--- config.mk ---
export PLATFORM = sky130hd
export DESIGN_NAME = playfair_digraph_cipher
export DESIGN_NICKNAME = d
export VERILOG_FILES = /design/src/rtl/pfc_pkg.sv /design/src/rtl/pfc_store.sv /design/src/rtl/playfair_digraph_cipher.sv
export SDC_FILE = /design/constraint.sdc
export NUM_CORES = 1
export LEC_CHECK = 0
export BUFFER_PORTS_ARGS = -buffer_cell sky130_fd_sc_hd__buf_2
export CELL_PAD_IN_SITES_DETAIL_PLACEMENT = 0
export CELL_PAD_IN_SITES_GLOBAL_PLACEMENT = 1
export CORE_UTILIZATION = 31
export DETAILED_ROUTE_END_ITERATION = 6
export PLACE_DENSITY = 0.5
export SYNTH_ARGS = -nofsm -noshare
export SYNTH_HDL_FRONTEND = slang
export SYNTH_SLANG_ARGS = --single-unit
--- constraint.sdc ---
create_clock -name clock -period 13.64 [get_ports clock]
set_clock_uncertainty 0.2 [all_clocks]
set_input_delay 0.682 -clock clock [delete_from_list [all_inputs] [get_ports clock]]
set_output_delay 0.682 -clock clock [all_outputs]
set_load 0.1 [all_outputs]
--- src/rtl/pfc_pkg.sv ---
package pfc_pkg;

   localparam int SQ_SIDE  = 5;
   localparam int SQ_CELLS = SQ_SIDE * SQ_SIDE;
   localparam int LETTERS  = 26;

   typedef logic [4:0] letter_type;
   typedef logic [4:0] place_type;
   typedef logic [2:0] coord_type;
   typedef logic [2:0] cmd_type;

   localparam cmd_type CMD_CLEAR   = 3'd0;
   localparam cmd_type CMD_KEY     = 3'd1;
   localparam cmd_type CMD_FINISH  = 3'd2;
   localparam cmd_type CMD_ENCRYPT = 3'd3;
   localparam cmd_type CMD_DECRYPT = 3'd4;

   localparam letter_type LETTER_I = 5'd8;
   localparam letter_type LETTER_J = 5'd9;
   localparam letter_type LETTER_Z = 5'd25;

   localparam place_type LAST_PLACE = place_type'(SQ_CELLS - 1);

   // sequencer to store: writes and read enables
   typedef struct packed {
      logic       clear;
      logic       place_en;
      letter_type place_letter;
      logic       look_en;
      logic       cell_en;
   } store_ctrl_type;

   typedef struct packed {
      logic       hit;
      letter_type letter;
   } key_letter_type;

   // saturate to Z, fold J into I
   function automatic letter_type clean_letter(input letter_type raw);
      letter_type v;
      v = raw;
      if (v > LETTER_Z) v = LETTER_Z;
      if (v == LETTER_J) v = LETTER_I;
      return v;
   endfunction

   // fold case, drop non-letters, fold J into I
   function automatic key_letter_type key_decode(input logic [7:0] b);
      logic [7:0]     u;
      logic [7:0]     d;
      key_letter_type r;
      u = b;
      if (b >= 8'h61 && b <= 8'h7A) u = b - 8'd32;
      d = u - 8'h41;
      r.hit = (u >= 8'h41) && (u <= 8'h5A);
      r.letter = d[4:0];
      if (r.letter == LETTER_J) r.letter = LETTER_I;
      return r;
   endfunction

   function automatic coord_type place_row(input place_type p);
      coord_type r;
      if (p >= 5'd20) r = 3'd4;
      else if (p >= 5'd15) r = 3'd3;
      else if (p >= 5'd10) r = 3'd2;
      else if (p >= 5'd5) r = 3'd1;
      else r = 3'd0;
      return r;
   endfunction

   function automatic coord_type place_col(input place_type p);
      coord_type r;
      place_type c;
      r = place_row(p);
      c = p - {r, 2'b00} - {2'b00, r};
      return c[2:0];
   endfunction

   // step of one (forward) or four (backward) around the square
   function automatic coord_type step_mod5(input coord_type c, input logic backward);
      logic [3:0] s;
      s = {1'b0, c} + (backward ? 4'd4 : 4'd1);
      if (s >= 4'd5) s = s - 4'd5;
      return s[2:0];
   endfunction

   function automatic place_type cell_index(input coord_type row, input coord_type col);
      return {row, 2'b00} + {2'b00, row} + {2'b00, col};
   endfunction

endpackage

--- src/rtl/pfc_store.sv ---
module pfc_store (
   input  logic                    clock,
   input  logic                    reset,
   input  pfc_pkg::store_ctrl_type ctrl,
   input  pfc_pkg::letter_type     look_a,
   input  pfc_pkg::letter_type     look_b,
   input  pfc_pkg::place_type      cell_a,
   input  pfc_pkg::place_type      cell_b,
   output pfc_pkg::place_type      place_a_q,
   output pfc_pkg::place_type      place_b_q,
   output pfc_pkg::letter_type     cell_a_q,
   output pfc_pkg::letter_type     cell_b_q
);
   import pfc_pkg::*;

   letter_type          key_square [SQ_CELLS];
   place_type           letter_place [LETTERS];
   logic [LETTERS-1:0]  used_ff, used_in;
   place_type           fill_ff, fill_in;
   logic                do_place;

   assign do_place = ctrl.place_en && (ctrl.place_letter <= LETTER_Z)
                     && (fill_ff <= LAST_PLACE) && !used_ff[ctrl.place_letter];

   always_comb begin
      used_in = used_ff;
      fill_in = fill_ff;
      if (ctrl.clear) begin
         used_in = '0;
         fill_in = '0;
      end else if (do_place) begin
         used_in[ctrl.place_letter] = 1'b1;
         fill_in = fill_ff + 5'd1;
      end
   end

   always_ff @(posedge clock) begin
      if (reset) begin
         used_ff <= '0;
         fill_ff <= '0;
      end else begin
         used_ff <= used_in;
         fill_ff <= fill_in;
      end
   end

   always_ff @(posedge clock) begin
      if (do_place && !ctrl.clear) begin
         key_square[fill_ff] <= ctrl.place_letter;
         letter_place[ctrl.place_letter] <= fill_ff;
      end
      if (ctrl.look_en) begin
         place_a_q <= letter_place[look_a];
         place_b_q <= letter_place[look_b];
      end
      if (ctrl.cell_en) begin
         cell_a_q <= key_square[cell_a];
         cell_b_q <= key_square[cell_b];
      end
   end

endmodule

--- src/rtl/playfair_digraph_cipher.sv ---
// Channel   Direction  Ports                                              Word
// req       in         req_valid req_ready req_cmd req_key_byte           one command
//                      req_first_letter req_second_letter
// rsp       out        rsp_valid rsp_ready rsp_out_first rsp_out_second   one pair result
//                      rsp_status
//
// Clear and key byte words leave the block idle. Finish walks the alphabet one
// letter a cycle through the store's write port. An encrypt or decrypt word
// steps through place lookup, cell lookup and result load, set by the two
// registered memory reads in sequence. A stalled rsp holds the block in the
// result load step. Reset is synchronous and empties the key square.
module playfair_digraph_cipher (
   input  logic                clock,
   input  logic                reset,
   input  logic                req_valid,
   output logic                req_ready,
   input  pfc_pkg::cmd_type    req_cmd,
   input  logic [7:0]          req_key_byte,
   input  pfc_pkg::letter_type req_first_letter,
   input  pfc_pkg::letter_type req_second_letter,
   output logic                rsp_valid,
   input  logic                rsp_ready,
   output pfc_pkg::letter_type rsp_out_first,
   output pfc_pkg::letter_type rsp_out_second,
   output logic                rsp_status
);
   import pfc_pkg::*;

   localparam logic [1:0] ST_IDLE  = 2'd0;
   localparam logic [1:0] ST_LOOK  = 2'd1;
   localparam logic [1:0] ST_FETCH = 2'd2;
   localparam logic [1:0] ST_FILL  = 2'd3;

   logic [1:0]     state_ff, state_in;
   letter_type     walk_ff, walk_in;
   logic           ready_sq_ff, ready_sq_in;
   logic           backward_ff, backward_in;
   logic           unready_ff, unready_in;
   logic           rsp_valid_ff, rsp_valid_in;
   letter_type     rsp_first_ff, rsp_first_in;
   letter_type     rsp_second_ff, rsp_second_in;
   logic           rsp_status_ff, rsp_status_in;

   store_ctrl_type ctrl;
   key_letter_type kd;
   place_type      place_a_q, place_b_q, cell_a, cell_b;
   letter_type     cell_a_q, cell_b_q;
   coord_type      r1, c1, r2, c2;
   logic           accept;

   assign req_ready      = (state_ff == ST_IDLE);
   assign accept         = req_valid && req_ready;
   assign rsp_valid      = rsp_valid_ff;
   assign rsp_out_first  = rsp_first_ff;
   assign rsp_out_second = rsp_second_ff;
   assign rsp_status     = rsp_status_ff;
   assign kd             = key_decode(req_key_byte);

   pfc_store u_store (
      .clock     (clock),
      .reset     (reset),
      .ctrl      (ctrl),
      .look_a    (clean_letter(req_first_letter)),
      .look_b    (clean_letter(req_second_letter)),
      .cell_a    (cell_a),
      .cell_b    (cell_b),
      .place_a_q (place_a_q),
      .place_b_q (place_b_q),
      .cell_a_q  (cell_a_q),
      .cell_b_q  (cell_b_q)
   );

   // Locate the output cells from the two registered places.
   always_comb begin
      r1 = place_row(place_a_q);
      c1 = place_col(place_a_q);
      r2 = place_row(place_b_q);
      c2 = place_col(place_b_q);
      if (r1 == r2) begin
         cell_a = cell_index(r1, step_mod5(c1, backward_ff));
         cell_b = cell_index(r2, step_mod5(c2, backward_ff));
      end else if (c1 == c2) begin
         cell_a = cell_index(step_mod5(r1, backward_ff), c1);
         cell_b = cell_index(step_mod5(r2, backward_ff), c2);
      end else begin
         cell_a = cell_index(r1, c2);
         cell_b = cell_index(r2, c1);
      end
   end

   // Sequencer.
   always_comb begin
      state_in      = state_ff;
      walk_in       = walk_ff;
      ready_sq_in   = ready_sq_ff;
      backward_in   = backward_ff;
      unready_in    = unready_ff;
      rsp_valid_in  = rsp_valid_ff && !rsp_ready;
      rsp_first_in  = rsp_first_ff;
      rsp_second_in = rsp_second_ff;
      rsp_status_in = rsp_status_ff;
      ctrl          = '0;

      unique case (state_ff)
         ST_IDLE: begin
            if (accept) begin
               unique case (req_cmd) inside
                  CMD_CLEAR: begin
                     ctrl.clear  = 1'b1;
                     ready_sq_in = 1'b0;
                  end
                  CMD_KEY: begin
                     ctrl.place_en     = kd.hit;
                     ctrl.place_letter = kd.letter;
                  end
                  CMD_FINISH: begin
                     walk_in  = '0;
                     state_in = ST_FILL;
                  end
                  CMD_ENCRYPT, CMD_DECRYPT: begin
                     ctrl.look_en = 1'b1;
                     backward_in  = (req_cmd == CMD_DECRYPT);
                     unready_in   = !ready_sq_ff;
                     state_in     = ST_LOOK;
                  end
                  default: begin
                  end
               endcase
            end
         end
         ST_FILL: begin
            ctrl.place_en     = (walk_ff != LETTER_J);
            ctrl.place_letter = walk_ff;
            if (walk_ff == LETTER_Z) begin
               ready_sq_in = 1'b1;
               state_in    = ST_IDLE;
            end else begin
               walk_in = walk_ff + 5'd1;
            end
         end
         ST_LOOK: begin
            ctrl.cell_en = 1'b1;
            state_in     = ST_FETCH;
         end
         ST_FETCH: begin
            // hold until the output register is free
            if (!rsp_valid_ff || rsp_ready) begin
               rsp_valid_in  = 1'b1;
               rsp_first_in  = unready_ff ? '0 : cell_a_q;
               rsp_second_in = unready_ff ? '0 : cell_b_q;
               rsp_status_in = unready_ff;
               state_in      = ST_IDLE;
            end
         end
         default: state_in = ST_IDLE;
      endcase
   end

   always_ff @(posedge clock) begin
      if (reset) begin
         state_ff     <= ST_IDLE;
         ready_sq_ff  <= 1'b0;
         rsp_valid_ff <= 1'b0;
      end else begin
         state_ff     <= state_in;
         ready_sq_ff  <= ready_sq_in;
         rsp_valid_ff <= rsp_valid_in;
      end
   end

   always_ff @(posedge clock) begin
      walk_ff       <= walk_in;
      backward_ff   <= backward_in;
      unready_ff    <= unready_in;
      rsp_first_ff  <= rsp_first_in;
      rsp_second_ff <= rsp_second_in;
      rsp_status_ff <= rsp_status_in;
   end

endmodule

==> results.yml <==
outcome:
  outcome: "complete, no violations"
placed_design:
  hpwlAfterDp_um: 36400
  place.gp.congestion: 0.850
  portBuffers: 37
  placedCellCount: 2174
layout:
  fin_nets: 1558
  antennaDiodeCount: 0
  largest_register: "u_store.letter_place"
  post_layout_nonfiller_instances: 2241
  area_delta_synth_final_pct: 12.6
  drive_gt1_share_pct: 16.4
  reg_top3: "u_store.letter_place x130, u_store.key_square x125, u_store.used_ff x26"
  largest_reg_flops: 130
routing:
  wire_per_inst_um: 22.9
  num_vias: 11700
  drt-pass1-iter-count: 5
  viasPerCell: 5.22
  drt_wl_total_um: 51300
  postRouteAntennaNets: 0
  drcViolationCount: 0
  drt_iter0_drc: 791
clocking:
  numCtsBuffers: 40
  clockBufferDepth: 3
  ctsResizeCount: 0
  cts_max_level: 2
  hold_buffers: 0
  worstSkewPairLatency_ns: 0.58
  clkTransAtPathRegs_ns: 0.06
  clockRootBuffer: "clkbuf_16"
  clkSinkCount: 328
  tritoncts: "built"
  cts_setup_buffers: 0
sta:
  min_period_over_period_pct: 55.8
  finalSetupViolCount: 0
  grt_setup_unrepaired: "no"
  max_slew_margin_pct: 18.9
  drv_slew: 0
  tightest_slew_ns: 1.21
  hold_viol_final: 0
  finalCriticalPeriod_ns: 7.61
  fin_tns_setup_ns: 0
  holdWs_ns: 0.187
  fmax_mhz: 131
synth:
  yosysUniqueCellTypes: 80
  ys_seq_area_share_pct: 52.8
  synth_ff_type: "edfxtp_1"
  netlist_area_sq_mm: 0.0180
  synth_edf_count: 293
  syn_inst: 1424
  synth_seq_cells: 328
  syn_nets: 1522
  synth-async-reset-ratio_pct: 0
  ys_warn_count: 0
  avgSynthCellArea_sq_um: 12.6
critical_path:
  critPathRequiredTime_ns: 13.71
  worstSetupStartpointType: "register"
  end_kind: "register"
  critPathMaxFanout: 8
  path_class: "register to register"
  arrival_ns: 7.69
floorplan:
  ioPinCount: 38
  die_w_um: 243
  dieHeight_um: 243
  num_rows: 87
  dieArea_sq_mm: 0.0591
  core_sq_mm: 0.0569
  initial_core_util_pct: 31.6
pwr:
  finalPower_mw: 3.73
  powerDensity_mw_per_mm2: 184
  ir_worst_vdd_uv: 143
  p_leak_nw: 7.31
global_routing:
  grt_pass1_wl_um: 78100
  globalRouteTotalUtil_pct: 17.6
  antenna_found_initial: 0
  grt_overflow: 0
  grt_max_degree: 44
  grt_pass1_vias: 12300
flow_run:
  cap_violations: 0
min_path:
  hold_path_class: "input pin to register"
-- cell families after synthesis --
kind of cell | share of synthesized area, %
simple gates | 10.6
flops | 52.8
mux | 16.9
fa+ha+maj | 5.49
buf+inv | 2.99
compound gates | 9.56
xor+xnor | 1.70
-- cells in the mapped netlist (6+ instances only) --
cell type	instances	area [sq um]
ha_1	63	788
a221oi_1	12	105
a211oi_1	22	165
o21ai_0	46	230
a21o_1	8	60.1
a21oi_1	67	335
fa_1	10	200
dfxtp_1	35	701
mux4_2	70	1580
o21a_1	12	90.1
inv_1	54	203
o32ai_1	6	52.6
and2_1	7	43.8
clkbuf_1	37	139
buf_1	6	22.5
xor2_1	16	140
nand2_1	114	428
o22ai_1	16	100
nor2_1	122	458
nor2b_1	31	194
nand3_1	25	125
or3_1	7	43.8
nand3b_1	6	45.0
mux2_2	31	349
nand2b_1	15	93.8
mux2i_1	112	1120
xnor2_1	19	166
buf_2	16	80.1
edfxtp_1	293	8800
nor3_1	19	95.1
nor3b_1	7	52.6
o22a_1	6	52.6
nor4_1	11	68.8
-- cell usage in the layout, fill, tap and decap left out, drive strengths merged, types with 7 or more instances in the layout --
cell type and count:
nand2b 15, edfxtp 293, o21ai 51, mux2 31, nor3b 7, a21oi 68, o32ai 7, clkbuf 49
nor2b 31, nand3 27, mux4 70, nand2 116, inv 57, o22ai 16, and2 9, or3 8
clkinv 13, nor4 12, fa 10, ha 63, nor3 20, a211oi 22, a21o 8, nor2 123
mux2i 112, o21a 12, xnor2 19, dfxtp 35, buf 63, a221oi 12, xor2 16
-- report_power, final --
part | internal, mW | switching (mW) | leakage (nW) | total [mW]
combinational | 0.554 | 0.982 | 3.55 | 1.54
clock | 0.584 | 0.430 | 0.601 | 1.01
sequential | 1.16 | 0.0219 | 3.16 | 1.18
total | 2.30 | 1.43 | 7.31 | 3.73
-- final timing paths --
check,depth (start not counted),end,slack [ns],start
max,25,u_store.cell_b_q[0]$_DFFE_PP_,6.03,u_store.place_b_q[1]$_DFFE_PP_
min reg2reg,2,u_store.used_ff[6]$_SDFFE_PP0P_,0.25,u_store.used_ff[6]$_SDFFE_PP0P_
max reg2reg,25,u_store.cell_b_q[0]$_DFFE_PP_,6.03,u_store.place_b_q[1]$_DFFE_PP_
min,2,rsp_valid$_SDFF_PP0_,0.19,reset
-- worst max-delay path, cell delays in order (launching register included) --
cell       delay, ns
edfxtp_1        0.49
nand2b_1        0.23
a21o_1          0.19
a221o_1         0.46
and2_1          0.29
ha_1            0.33
inv_1           0.04
ha_1            0.27
xor2_1          0.53
ha_1            0.29
ha_1            0.24
inv_1           0.08
ha_1            0.16
nor2b_1         0.18
o2bb2ai_1       0.09
a211oi_1        0.44
mux2_2          0.42
ha_1            0.28
a21o_1          0.10
a21oi_1         0.08
or3_1           0.31
a21oi_1         0.19
or4_1           0.38
nand2_1         0.21
nor4_1          0.68
nor4_2          0.14
-- per-stage QoR --
step           instance area [sq um]  utilization, %  worst slack (ns)
3_5_place_dp                   19100            33.5              6.05
2_1_floorplan                  18000               -              7.20
6_report                       20300            35.6              6.03
5_1_grt                        20300            35.6              5.57
3_3_place_gp                   19100            33.5              6.05
4_1_cts                        20300            35.6              5.98
-- area by class of cell --
class,count,area (sq um)
Fill cell,5531,36600
Sequential cell,328,9500
Multi-Input combinational cell,973,8040
Clock buffer,49,1040
Tap cell,756,946
Timing Repair Buffer,63,380
Inverter,54,203
Clock inverter,18,174
-- layer usage --
layer / GRT usage, % / part of all wire [%] / wire length (um) / vias up
met2: 30.0 / 49 / 25100 / 233
li1: - / - / - / 5522
met5: 0 / 0 / 0 / -
met3: 2.59 / 3.8 / 1950 / 68
met4: 5.40 / 2.3 / 1200 / 0
met1: 23.0 / 45 / 23000 / 5886
Note: power is estimated with default switching activity, not from simulation.
